===== config.mk =====
export PLATFORM = sky130hd
export DESIGN_NAME = hpd_front
export DESIGN_NICKNAME = d
export VERILOG_FILES = /design/src/rtl/hpd_pkg.sv /design/src/rtl/hpd_front.sv
export SDC_FILE = /design/constraint.sdc
export NUM_CORES = 1
export LEC_CHECK = 0
export BUFFER_PORTS_ARGS = -buffer_cell sky130_fd_sc_hd__buf_2
export CORE_AREA = 2 2 72 74
export DETAILED_ROUTE_END_ITERATION = 8
export DIE_AREA = 0 0 74 76
export PLACE_DENSITY_LB_ADDON = 0.1
export SLEW_MARGIN = 20
export SYNTH_ARGS = -nofsm -noshare
export SYNTH_HDL_FRONTEND = slang
export SYNTH_SLANG_ARGS = --single-unit

===== constraint.sdc =====
create_clock -name vclk -period 6.85
set_clock_uncertainty 0.2 [all_clocks]
set_input_delay 1.37 -clock vclk [all_inputs]
set_output_delay 1.37 -clock vclk [all_outputs]
set_load 0.01 [all_outputs]

===== src/rtl/hpd_pkg.sv =====
// Package for the helicoid point and derivative evaluator.
// Types, fixed-point constants and divider tables shared by every rtl file.
package hpd_pkg;

    localparam int ORDER_BITS = 4;
    localparam int QDEPTH     = 4;
    localparam int QPTR_W     = 2;
    localparam int QCNT_W     = 3;
    localparam int SINQ_LAT   = 19;
    localparam int NSTEP      = 5;
    localparam int CFG_IDX_W  = 3;

    localparam logic [30:0]        ONE_Q30        = 31'h4000_0000;
    localparam logic [30:0]        HALF_PI_Q30    = 31'd1686629713;
    localparam logic signed [29:0] INV_TWO_PI_Q30 = 30'sd170891319;
    localparam logic [22:0]        QUARTER_TURN   = 23'h40_0000;
    localparam logic signed [63:0] OUT_MAX        = 64'sh0000_7FFF_FFFF_FFFF;
    localparam logic signed [63:0] OUT_MIN        = -64'sh0000_8000_0000_0000;

    localparam logic [CFG_IDX_W-1:0] REG_ORIGIN_X = 3'd0;
    localparam logic [CFG_IDX_W-1:0] REG_ORIGIN_Y = 3'd1;
    localparam logic [CFG_IDX_W-1:0] REG_ORIGIN_Z = 3'd2;
    localparam logic [CFG_IDX_W-1:0] REG_X_AXIS   = 3'd3;
    localparam logic [CFG_IDX_W-1:0] REG_Y_AXIS   = 3'd4;
    localparam logic [CFG_IDX_W-1:0] REG_Z_AXIS   = 3'd5;
    localparam logic [CFG_IDX_W-1:0] REG_PITCH    = 3'd6;

    typedef enum logic [2:0] {
        MODE_POINT,
        MODE_DU1,
        MODE_DUN,
        MODE_DV1,
        MODE_ZERO
    } t_mode;

    typedef struct packed {
        logic [2:0][31:0]  origin;
        logic [2:0][47:0]  axis;
        logic signed [31:0] pitch;
    } t_cfg;

    typedef struct packed {
        logic signed [31:0] u;
        logic signed [31:0] v;
        t_mode              mode;
        logic [22:0]        rs;
        logic [22:0]        rc;
        logic               neg_s;
        logic               neg_c;
    } t_fitem;

    typedef struct packed {
        logic signed [31:0] v;
        t_mode              mode;
        logic               neg_s;
        logic               neg_c;
        logic signed [47:0] cz;
    } t_side;

    // series divisors, innermost first
    function automatic logic [6:0] step_div(input int k);
        logic [6:0] d;
        case (k)
            0:       d = 7'd110;
            1:       d = 7'd72;
            2:       d = 7'd42;
            3:       d = 7'd20;
            default: d = 7'd6;
        endcase
        return d;
    endfunction

    // floor(2^34 / divisor)
    function automatic logic [31:0] step_mul(input int k);
        logic [31:0] m;
        case (k)
            0:       m = 32'd156180628;
            1:       m = 32'd238609294;
            2:       m = 32'd409044504;
            3:       m = 32'd858993459;
            default: m = 32'd2863311530;
        endcase
        return m;
    endfunction

endpackage


===== src/rtl/hpd_front.sv =====
// Front end: classifies an item by derivative order and derives sin/cos phases.
// Depends on hpd_pkg.
module hpd_front (
    input  logic signed [31:0]             i_angle_turns,
    input  logic signed [31:0]             i_radius_param,
    input  logic [hpd_pkg::ORDER_BITS-1:0] i_order_u,
    input  logic [hpd_pkg::ORDER_BITS-1:0] i_order_v,
    output hpd_pkg::t_fitem                o_item
);
    logic [23:0] w_ps;
    logic [23:0] w_pc;

    always_comb begin
        w_ps = i_angle_turns[23:0] + {i_order_u[1:0], 22'd0};
        w_pc = w_ps + 24'h40_0000;

        o_item.u     = i_angle_turns;
        o_item.v     = i_radius_param;
        o_item.neg_s = w_ps[23];
        o_item.neg_c = w_pc[23];
        o_item.rs    = w_ps[22] ? (hpd_pkg::QUARTER_TURN - {1'b0, w_ps[21:0]})
                                : {1'b0, w_ps[21:0]};
        o_item.rc    = w_pc[22] ? (hpd_pkg::QUARTER_TURN - {1'b0, w_pc[21:0]})
                                : {1'b0, w_pc[21:0]};

        if (i_order_v >= hpd_pkg::ORDER_BITS'(2)) begin
            o_item.mode = hpd_pkg::MODE_ZERO;
        end else if (i_order_v == hpd_pkg::ORDER_BITS'(1)) begin
            o_item.mode = hpd_pkg::MODE_DV1;
        end else if (i_order_u == '0) begin
            o_item.mode = hpd_pkg::MODE_POINT;
        end else if (i_order_u == hpd_pkg::ORDER_BITS'(1)) begin
            o_item.mode = hpd_pkg::MODE_DU1;
        end else begin
            o_item.mode = hpd_pkg::MODE_DUN;
        end
    end
endmodule


==> impl_metrics.toml <==
[global_route]
grt_pass1_wl_um = 5730
gr-total-overflow = 0
antenna_found_initial = 0
gr-usage-all-layers = 0.118
grt_pass1_vias = 1231
grt_max_degree = 31

[logic_synthesis]
netlist_area_um2 = 1430
post_synth_num_cell_types = 33
syn-num-nets = 279
yosys_warnings = 0
syn-instance-count = 205
syn_area_per_cell_um2 = 6.99
seq_area_frac_synth = 0

[cts]
ctsResizeCount = 0
post_cts_buffers = 0
postCtsHoldBufs = 0

[setup_path]
endpoint_kind = "output pin"
critPathLaunchType = "input pin"
arrival_ns = 3.19
worst-setup-path-type = "input pin to output pin"
crit_fanout = 30
cp.required_ns = 5.28

[sta]
tightest_slew_ns = 0.681
rsz0062_at_grt = "false"
timing.fmax_mhz = 210
tns_ns = 0
slew_viol_final = 0
setup_viol = 0
fin_crit_ns = 4.76
fin_ws_ns = 2.09
max_slew_margin = 0.542
finalHoldViolations = 0
min_period_over_period = 0.695

[layout]
nFlopsAndLatches = 0
clock_buffers = 0
stdcell_count = 307
synthToLayoutAreaGrowth_pct = 6.11
n_antenna_cell = 0
drive_gt1_frac = 0.489
seqCellArea_um2 = 0
fill_cells = 574
layout.nets = 313

[power_and_ir_drop]
finalPower_mw = 0.160
power.switching_mw = 0.0897
swShare = 0.561
comb_power_share = 1.000
p_int_mw = 0.0701
ir_drop_v = 0.0000289
leakage_nw = 0.741
clkPwrFrac = 0
pwr-share-seq = 0
power.density_nw_per_um2 = 105

[floorplan]
die_w_um = 74
core_area_um2 = 4910
fp.dieH_um = 76
die_area_um2 = 5620
rows = 26
start_util = 0.292
ioPinCount = 187

[drt]
drc = 0
dr.pass1.iters = 4
via_count = 1340
vias_per_cell = 4.36
antenna_left = 0
wl_um = 3650
drt_iter0_drc = 33
wire_per_inst_um = 11.9

[placed_design]
io_buffers = 107
pre_cts_slack_ns = 2.02
gp_congestion = 0.699
dp.cells = 307
hpwl_um = 2870

[min_path]
hold_path_class = "input pin to output pin"

[job]
max_cap_viol_count = 0

[run_status]
status = "finished clean"
==> placed cells by master, fill, tap and decap left out <==
master,n
nand2_1,8
or3_1,1
nand4_2,1
buf_4,1
or3_2,1
nor3b_2,1
nand4_1,1
and2_1,3
nor4_1,5
ha_1,2
o31ai_1,2
or3b_2,1
clkinv_1,1
or4_1,2
nor4_2,1
xor2_1,19
nor2_1,12
a21o_1,2
or4_4,2
nand2b_1,2
o41ai_1,2
mux2_2,1
a31oi_1,8
inv_1,3
buf_2,107
nor3b_1,1
o21ai_0,10
xnor2_1,24
nor3_1,5
a21oi_1,8
==> per-layer routing <==
| metal | global-route usage | part of all wire | vias to the layer above |
|---|---|---|---|
| met3 | 0.0265 | 0.096 | 2 |
| met1 | 0.158 | 0.46 | 579 |
| li1 | - | - | 686 |
| met4 | 0.00545 | 0.00055 | 0 |
| met2 | 0.202 | 0.45 | 73 |
| met5 | 0 | 0 | - |
==> cells in the mapped netlist <==
library cell	count	area (um^2)
a21o_1	2	15.0
a21oi_1	8	40.0
a31oi_1	8	50.1
and2_1	3	18.8
buf_1	1	3.75
buf_2	2	10.0
buf_4	66	495
buf_6	1	11.3
clkbuf_1	6	22.5
clkinv_1	1	3.75
ha_1	2	25.0
inv_1	3	11.3
mux2_2	1	11.3
nand2_1	8	30.0
nand2b_1	2	12.5
nand4_1	1	6.26
nand4_2	1	12.5
nor2_1	12	45.0
nor3_1	5	25.0
nor3b_1	1	7.51
nor3b_2	1	12.5
nor4_1	5	31.3
nor4_2	1	12.5
o21ai_0	10	50.1
o31ai_1	2	15.0
o41ai_1	2	17.5
or3_1	1	6.26
or3_2	1	7.51
or3b_2	1	8.76
or4_1	2	15.0
or4_4	2	22.5
xnor2_1	24	210
xor2_1	19	166
==> path summary, 6_finish.rpt <==
| kind | slack (ns) | startpoint | end | cells past startpoint |
|---|---|---|---|---|
| worst max-delay path | 2.09 | i_angle_turns[22] | o_item[42] | 7 |
| worst min-delay path | 2.54 | i_angle_turns[24] | o_item[107] | 0 |
==> cell type report <==
class	count	area [um^2]	area share
multi-input cells	125	875	0.575
inverters	4	15.0	0.00988
well taps	70	87.6	0.0576
repair buffers	108	543	0.357
==> stage by stage <==
step / instance area, um^2 / hold WS (ns) / utilization
2_1_floorplan: 1430 / 2.59 / -
3_3_place_gp: 1520 / 2.54 / 0.309
3_5_place_dp: 1520 / 2.54 / 0.309
4_1_cts: 1520 / 2.54 / 0.309
5_1_grt: 1520 / 2.54 / 0.309
6_report: 1520 / 2.54 / 0.309
==> kinds of logic (layout without fill, tap and decap cells) <==
kind of cell | after synthesis | count (layout) | share of synthesized area
buffers and inverters | 80 | 112 | 0.390
and+or+nand+nor | 47 | 47 | 0.191
xor gates and xnor gates | 43 | 43 | 0.263
AOI/OAI and AO/OA | 32 | 32 | 0.131
adders and majority gates | 2 | 2 | 0.0175
muxes | 1 | 1 | 0.00786
==> worst max-delay path, cell delays in order <==
cell and delay [ns]:
buf_2 0.10, ha_1 0.26, buf_4 0.28, clkinv_1 0.49, a31oi_1 0.37, xor2_1 0.16, buf_2 0.14
==> power by group through the flow <==
stage | combinational (mW) | sequential, mW | clock (mW)
final | 0.160 | 0 | 0
after global routing | 0.178 | 0 | 0
after CTS | 0.163 | 0 | 0
after detailed placement | 0.162 | 0 | 0
after global placement | 0.163 | 0 | 0
after floorplan | 0.126 | 0 | 0
Power figures use the tool's default switching activity.
