## src/rtl/hpd_pkg.sv

```systemverilog
// Package for the helicoid point and derivative evaluator.
// Types, fixed-point constants and divider tables shared by every rtl file.
package hpd_pkg;

    localparam int ORDER_BITS = 4;
    localparam int QDEPTH     = 4;
    localparam int QPTR_W     = 2;
    localparam int QCNT_W     = 3;
    localparam int SINQ_LAT   = 19;
    localparam int NSTEP      = 5;
    localparam int CFG_IDX_W  = 3;

    localparam logic [30:0]        ONE_Q30        = 31'h4000_0000;
    localparam logic [30:0]        HALF_PI_Q30    = 31'd1686629713;
    localparam logic signed [29:0] INV_TWO_PI_Q30 = 30'sd170891319;
    localparam logic [22:0]        QUARTER_TURN   = 23'h40_0000;
    localparam logic signed [63:0] OUT_MAX        = 64'sh0000_7FFF_FFFF_FFFF;
    localparam logic signed [63:0] OUT_MIN        = -64'sh0000_8000_0000_0000;

    localparam logic [CFG_IDX_W-1:0] REG_ORIGIN_X = 3'd0;
    localparam logic [CFG_IDX_W-1:0] REG_ORIGIN_Y = 3'd1;
    localparam logic [CFG_IDX_W-1:0] REG_ORIGIN_Z = 3'd2;
    localparam logic [CFG_IDX_W-1:0] REG_X_AXIS   = 3'd3;
    localparam logic [CFG_IDX_W-1:0] REG_Y_AXIS   = 3'd4;
    localparam logic [CFG_IDX_W-1:0] REG_Z_AXIS   = 3'd5;
    localparam logic [CFG_IDX_W-1:0] REG_PITCH    = 3'd6;

    typedef enum logic [2:0] {
        MODE_POINT,
        MODE_DU1,
        MODE_DUN,
        MODE_DV1,
        MODE_ZERO
    } t_mode;

    typedef struct packed {
        logic [2:0][31:0]  origin;
        logic [2:0][47:0]  axis;
        logic signed [31:0] pitch;
    } t_cfg;

    typedef struct packed {
        logic signed [31:0] u;
        logic signed [31:0] v;
        t_mode              mode;
        logic [22:0]        rs;
        logic [22:0]        rc;
        logic               neg_s;
        logic               neg_c;
    } t_fitem;

    typedef struct packed {
        logic signed [31:0] v;
        t_mode              mode;
        logic               neg_s;
        logic               neg_c;
        logic signed [47:0] cz;
    } t_side;

    // series divisors, innermost first
    function automatic logic [6:0] step_div(input int k);
        logic [6:0] d;
        case (k)
            0:       d = 7'd110;
            1:       d = 7'd72;
            2:       d = 7'd42;
            3:       d = 7'd20;
            default: d = 7'd6;
        endcase
        return d;
    endfunction

    // floor(2^34 / divisor)
    function automatic logic [31:0] step_mul(input int k);
        logic [31:0] m;
        case (k)
            0:       m = 32'd156180628;
            1:       m = 32'd238609294;
            2:       m = 32'd409044504;
            3:       m = 32'd858993459;
            default: m = 32'd2863311530;
        endcase
        return m;
    endfunction

endpackage

```

## src/rtl/hpd_queue.sv

```systemverilog
// Short item queue between front end and back end.
// Depends on hpd_pkg for the item type and depth.
module hpd_queue (
    input  logic            i_clk,
    input  logic            i_rst_n,
    input  logic            i_push,
    input  hpd_pkg::t_fitem i_item,
    output logic            o_full,
    input  logic            i_pop,
    output logic            o_valid,
    output hpd_pkg::t_fitem o_item
);
    hpd_pkg::t_fitem                 r_mem [hpd_pkg::QDEPTH];
    logic [hpd_pkg::QPTR_W-1:0]      r_wr;
    logic [hpd_pkg::QPTR_W-1:0]      r_rd;
    logic [hpd_pkg::QCNT_W-1:0]      r_cnt;
    logic [hpd_pkg::QCNT_W-1:0]      n_cnt;

    assign o_full  = (r_cnt == hpd_pkg::QCNT_W'(hpd_pkg::QDEPTH));
    assign o_valid = (r_cnt != '0);
    assign o_item  = r_mem[r_rd];

    always_comb begin
        n_cnt = r_cnt;
        if (i_push && !i_pop) begin
            n_cnt = r_cnt + 1'b1;
        end else if (!i_push && i_pop) begin
            n_cnt = r_cnt - 1'b1;
        end
    end

    always_ff @(posedge i_clk) begin
        if (i_push) begin
            r_mem[r_wr] <= i_item;
        end
    end

    always_ff @(posedge i_clk) begin
        if (!i_rst_n) begin
            r_wr  <= '0;
            r_rd  <= '0;
            r_cnt <= '0;
        end else begin
            if (i_push) begin
                r_wr <= r_wr + 1'b1;
            end
            if (i_pop) begin
                r_rd <= r_rd + 1'b1;
            end
            r_cnt <= n_cnt;
        end
    end
endmodule

```

## config.mk

```make
export PLATFORM = sky130hd
export DESIGN_NAME = hpd_queue
export DESIGN_NICKNAME = d
export VERILOG_FILES = /design/src/rtl/hpd_pkg.sv /design/src/rtl/hpd_queue.sv
export SDC_FILE = /design/constraint.sdc
export NUM_CORES = 1
export LEC_CHECK = 0
export BUFFER_PORTS_ARGS = -buffer_cell sky130_fd_sc_hd__buf_2
export CAP_MARGIN = 20
export CORE_MARGIN = 5
export CORE_UTILIZATION = 60
export DETAILED_ROUTE_END_ITERATION = 6
export PLACE_DENSITY = 0.83
export SLEW_MARGIN = 15
export SYNTH_ARGS = -nofsm -noshare
export SYNTH_HDL_FRONTEND = slang
export SYNTH_SLANG_ARGS = --single-unit
```

## constraint.sdc

```tcl
create_clock -name i_clk -period 6.7 [get_ports i_clk]
set_clock_uncertainty 0.15 [all_clocks]
set_input_delay 0.335 -clock i_clk [delete_from_list [all_inputs] [get_ports i_clk]]
set_output_delay 0.335 -clock i_clk [all_outputs]
set_load 0.03 [all_outputs]
```

==> results.toml, run 1 <==
[synthesis]
synth_edf_count = 460
syn_area_um2 = 17000
synth_top_flop_cell = "edfxtp_1"
yosysTopAreaCell = "edfxtp_1"
synth_top_family_by_area = "multiplexers"
synth_cell_types = 19
synth_xor_area_share_pct = 0.257
synth-async-reset-ratio_pct = 0
synthAdderAreaFrac_pct = 0.485
synthTopCellsByArea = "edfxtp_1 81%, mux4_2 15%, dfxtp_1 1.1%"
synth_top_area_share_pct = 81.2
synth_mux_area_share_pct = 15.3
synthCells = 644
synth.cells.most_frequent = "460 x edfxtp_1, 115 x mux4_2, 13 x buf_2, 9 x and2_1, 9 x dfxtp_1"
yosys_warnings = 0
ys_seq_area_share_pct = 82.2
synth-compound-area-share_pct = 0.0735
yosysMostFrequentCell = "edfxtp_1"
ys_ff_latch = 469
synth-simple-area-share_pct = 0.544
syn_area_per_cell_um2 = 26.4
syn-num-nets = 769

[placement]
place_ws_ns = 3.64
io_buffers = 235
dp_cells = 1238
place_area_um2 = 18600
place.gp.congestion = 0.718
hpwl_um = 18900

[global_routing]
grt_max_degree = 70
track_usage_pct = 22.0
grt_pass1_vias = 8843
grt_pass1_wl_um = 52100
antenna_found_initial = 5
overflow = 0

[timing]
finalSetupViolCount = 0
hold_ws_ns = 0.0404
finalCritPeriodShare_pct = 52.7
rsz0062_at_grt = "no"
slew-limit-headroom_pct = 29.1
slew_violations = 0
fmax_ghz = 0.283
setup_slack_ns = 3.17
setup_tns_ns = 0
min_period_ns = 3.53
worst_pin_slew_ns = 1.06
hold_viol = 0

[floorplanning]
core_um2 = 27900
dieArea_um2 = 31800
num_rows = 61
fp.dieH_um = 178
initial_core_util_pct = 61.1
io_pins = 236
die_w_um = 178

[pwr]
internal_power_mw = 5.14
irDropWorstVdd_mv = 0.244
powerDensity_nw_per_um2 = 317
clockPowerShare_pct = 36.9
seqPwrFrac_pct = 51.0
power_frac_comb_pct = 12.1
leakage_nw = 7.24
netSwitchingFraction_pct = 23.7
p_sw_mw = 1.60

[setup_path]
crit_path_max_incr_delay_ns = 0.84
cp_max_fo = 42
ff2ff_path_depth = 3
crit_arrival_ns = 3.05
r2r_slack_ns = 3.92
end_kind = "primary output"
r2r-start = "r_wr[0]"
reg2reg_to = "r_mem[3][98]"
crit_path_start_kind = "flop"
crit_buf_inv = 2
worstPathRequired_ns = 6.21
crit_chain = "buf_4 > mux4_2 > buf_2"
cpLargestDelayFamily = "buffers and inverters"
path_class = "reg2out"
crit_slowest_cell = "dfxtp_4"

[cts]
cts-buffers-inserted = 46
cts_resized = 0
clockBufferDepth = 3
clkTransAtPathRegs_ns = 0.06
cts_tree = "done"
cts_root_buffer = "clkbuf_16"
cts_max_level = 2
worstSkewPairLatency_ns = 0.53
clock_sinks = 469

[finish]
stdcell_area_um2 = 21200
final_layout_size_suffix_gt1_share_pct = 40.3
stdcell_count = 1444
nets = 1150
syn_to_final_growth_pct = 24.7
fillers = 1401

[routing]
drc = 0
wl_per_cell_um = 24.0
num_vias = 8226
drt-pass1-iter-count = 5
drt_wl_total_um = 34700
ant_nets = 0
drt-vias-per-instance = 5.70
drt_iter0_markers = 776

[min_path]
hold_depth = 3
hold_class = "in2reg"
hp-start = "i_pop"

[run]
max_cap_viol_count = 0

[status]
outcome = "complete, no violations"
[how the worst max path moves through the flow]
stage                 start           to  slack [ns]  cells past startpoint
finish                 flop   o_item[61]        3.17                      3
global placement       flop   o_item[68]        3.66                      3
global route           flop   o_item[61]        2.87                      3
detailed placement     flop   o_item[61]        3.64                      3
CTS                    flop   o_item[95]        3.05                      3
floorplan           r_wr[0]  r_mem[0][0]        2.88                      3
[stage by stage]
step	utilization [%]	power (mW)
floorplan	-	4.01
finish	76.2	6.73
global route	76.2	6.98
CTS	76.2	6.78
detailed placement	66.7	4.25
global placement	66.7	4.23
[power groups by stage]
stage	Sequential (mW)	Clock [mW]	Combinational (mW)
2_1_floorplan	3.47	0	0.542
3_3_place_gp	3.49	0	0.746
3_5_place_dp	3.50	0	0.758
4_1_cts	3.44	2.52	0.820
5_1_grt	3.45	2.67	0.862
6_report	3.43	2.49	0.815
[repair_timing]
item / 4_1_cts / 5_1_grt
hold buffers: 117 / 0
hold endpoints to repair: 469 / 0
setup buffers: 0 / 0
[state kept, by name, summed over array words and instances (netlist names), named ones only]
signal,cells
r_rd,2
r_mem,460
r_cnt,3
r_wr,2
[worst reg2reg max path, stage by stage, from the launching register on]
cell and delay [ns]:
dfxtp_1 0.41, ha_1 0.17, and2_4 0.70, buf_4 0.86
[layout make-up]
cell class | count | area, µm² | area share (%)
sequential | 469 | 14000 | 66.0
antenna | 3 | 7.51 | 0.0354
multi-input combinational | 145 | 2850 | 13.4
tap | 378 | 473 | 2.23
timing repair buffer | 359 | 2400 | 11.3
inverter | 4 | 15.0 | 0.0707
clock buffer | 62 | 1310 | 6.15
clock inverter | 24 | 173 | 0.813
[metal layers]
metal / vias up / wire length, µm / global-route usage (%) / share of wire, %
met3: 59 / 2840 / 5.51 / 8.2
met5: - / 21 / 0 / 0.061
met2: 393 / 17700 / 37.0 / 51
li1: 3556 / - / - / -
met1: 4214 / 13300 / 29.4 / 38
met4: 4 / 735 / 5.53 / 2.1
[cell usage in the layout (no fill, tap or decap), types with 5 or more instances in the layout]
cell type / synthesis / final
mux4_2: 115 / 115
dlygate4sd3_1: 0 / 117
dfxtp_1: 9 / 7
clkinv_2: 0 / 7
clkinv_1: 0 / 10
ha_1: 5 / 5
clkbuf_16: 0 / 50
and2_1: 9 / 5
buf_2: 13 / 235
clkbuf_1: 6 / 11
buf_4: 0 / 7
edfxtp_1: 460 / 460
[kinds of logic (layout without fill, tap and decap cells)]
logic type / count (synthesis) / in the layout
flip-flops: 469 / 469
multiplexers: 117 / 117
buffers and inverters: 30 / 449
AND/OR/NAND/NOR: 15 / 15
adder cells (fa/ha/maj): 6 / 6
XOR/XNOR: 5 / 5
AO/OA/AOI/OAI: 2 / 2
other: 0 / 3
No activity file was read; power rests on OpenSTA's default activity.
==> inputs of run 2 (changes only) <==
ABC_AREA = 1   (was default)
CORE_UTILIZATION = 57   (was 60)
PLACE_DENSITY = 0.79   (was 0.83)
clock period = 3.33 ns   (was 6.7 ns; I/O delays follow)
==> run 2 against run 1 <==
Effect of this change: clock power up 97%; critical endpoint is now o_item[32]; cell count up 35%; flip-flop and latch count unchanged; final area up 1.8%; sequential power up 99%; register-to-register slack worse by 2.7 ns; total power up 98%; critical path type unchanged; worst setup slack worse by 2.8 ns; routed wire length up 14%; via count up 37%; highest routed layer is now met4; critical path depth up 1; non-clock buffer count up 14.
==> results.toml, run 2 <==
[status]
outcome = "complete, no violations"

[synthesis]
synthCells = 1170
synth_top_area_share_pct = 79.1
yosysMostFrequentCell = "edfxtp_1"
synth.cells.most_frequent = "460 x edfxtp_1, 236 x nor2_1, 142 x o21ai_0, 115 x o22ai_1, 94 x o21ai_1"
ys_seq_area_share_pct = 80.1
synth-async-reset-ratio_pct = 0
synth_cell_types = 21
syn_area_per_cell_um2 = 14.9
synth_edf_count = 460
yosys_warnings = 0
yosysTopAreaCell = "edfxtp_1"
syn-num-nets = 1295
syn_area_um2 = 17500
synth_top_flop_cell = "edfxtp_1"
ys_ff_latch = 469
synthTopCellsByArea = "edfxtp_1 79%, nor2_1 5.1%, o22ai_1 4.1%"

[finish]
nets = 1641
multi_input_area_um2 = 2940
final_common_cell = "edfxtp_1"
syn_to_final_growth_pct = 23.6
final_layout_size_suffix_gt1_share_pct = 21.0
stdcell_area_um2 = 21600
layout_common_cells = "460 x edfxtp_1, 236 x nor2_1, 235 x buf_2"
fillers = 1909
largest-register = "r_mem"
seqCellArea_um2 = 14000
largest_reg_flops = 460
largestRegisters = "r_mem: 460 flops, r_cnt: 3 flops"

[timing]
setup_tns_ns = 0
worst_pin_slew_ns = 1.18
min_period_ns = 2.94
hold_viol = 0
slew-limit-headroom_pct = 21.4
rsz0062_at_grt = "no"
fmax_ghz = 0.341
slew_violations = 0
finalSetupViolCount = 0
finalCritPeriodShare_pct = 88.2

[global_routing]
track_usage_pct = 22.4
grt_pass1_wl_um = 60300
overflow = 0
antenna_found_initial = 1
grt_max_degree = 231
grt_pass1_vias = 11500

[setup_path]
end_kind = "primary output"
r2r_slack_ns = 1.20
ff2ff_path_depth = 5
endpoint = "o_item[32]"
path_class = "reg2out"
reg2reg_to = "r_mem[0][84]"
cp_max_fo = 230
r2r-start = "r_wr[0]"
crit_arrival_ns = 2.62
crit_path_start_kind = "flop"
worstPathRequired_ns = 3.01

[pwr]
leakage_nw = 7.59
powerDensity_nw_per_um2 = 617
irDropWorstVdd_mv = 0.581

[floorplanning]
io_pins = 236
die_w_um = 185
fp.dieH_um = 185
num_rows = 64
initial_core_util_pct = 57.4
core_um2 = 30400
dieArea_um2 = 34300

[run]
max_cap_viol_count = 0

[routing]
drt-vias-per-instance = 5.79
drt-pass1-iter-count = 5
num_vias = 11300
wl_per_cell_um = 20.3
drc = 0
ant_nets = 0
drt_wl_total_um = 39600
drt_iter0_markers = 1026

[placement]
hpwl_um = 20300
place_area_um2 = 19000
place.gp.congestion = 0.750
io_buffers = 235

[cts]
clockBufferDepth = 3
cts_tree = "done"
worstSkewPairLatency_ns = 0.53
cts_root_buffer = "clkbuf_16"
cts-buffers-inserted = 45
clkTransAtPathRegs_ns = 0.07
clock_sinks = 469
postCtsSetupBuffers = 0
cts_max_level = 2

[min_path]
hold_class = "in2reg"
run 2: changes by cell type after synthesis, moves of 17 or more:
| cell | previous run | this run |
|---|---|---|
| clkbuf_1 | 6 | 23 |
| mux4_2 | 115 | 0 |
| nor2_1 | 0 | 236 |
| o21ai_0 | 1 | 142 |
| o21ai_1 | 0 | 94 |
| o22ai_1 | 0 | 115 |
run 2: cell families after synthesis:
family	share of synthesized area, %
DFF	80.1
AOI/OAI and AO/OA	11.0
and+or+nand+nor	5.38
buffers and inverters	3.07
adders and majority gates	0.473
run 2: layout make-up:
| class | instances | area share [%] |
|---|---|---|
| clock inverter | 22 | 0.880 |
| tap | 396 | 2.29 |
| timing repair buffer | 373 | 12.3 |
| sequential | 469 | 64.8 |
| antenna | 1 | 0.0116 |
| multi-input combinational | 610 | 13.6 |
| inverter | 17 | 0.394 |
| clock buffer | 58 | 5.73 |
run 2: timing repair:
item / CTS / global route
hold buffers: 119 / 0
gates resized for setup: 0 / 0
hold endpoints to repair: 469 / 0
run 2: worst min-delay path by stage:
stage,startpoint,end,slack [ns],cells past startpoint
5_1_grt,i_item[47],r_mem[1][47],0.22,2
3_5_place_dp,i_item[113],r_mem[0][113],0.23,1
4_1_cts,i_item[2],r_mem[3][2],0.20,2
3_3_place_gp,i_item[64],r_mem[3][64],0.23,1
2_1_floorplan,i_item[0],r_mem[0][0],0.12,0
6_report,i_item[15],r_mem[3][15],0.22,2
run 2: through the flow:
stage          hold slack [ns]  power [mW]  setup WS, ns  instances  utilization [%]
2_1_floorplan            0.115        7.90         0.404       1170                -
3_3_place_gp             0.226        8.37          1.21       1746             62.4
3_5_place_dp             0.231        8.42          1.13       1746             62.4
4_1_cts                  0.203        13.4         0.545       1945             71.0
5_1_grt                  0.224        13.8         0.420       1946             71.0
6_report                 0.219        13.3         0.394       1946             71.0
run 2: worst max-delay path, stage by stage, from the launching register on:
cell	delay (ns)
dfxtp_4	0.38
buf_12	0.51
o21ai_0	0.29
o22ai_1	0.28
buf_2	0.24
run 2: power breakdown:
part | internal (mW) | switching, mW | leakage (nW)
clock | 2.85 | 2.04 | 0.692
sequential | 6.75 | 0.0619 | 4.30
combinational | 0.482 | 1.14 | 2.60
run 2: metal layers:
metal	global-route usage, %	part of all wire, %	vias to the layer above
met5	0	0	-
met4	6.61	2.2	0
met3	4.97	9.3	67
met2	38.1	50	539
met1	29.5	38	5550
li1	-	-	5115
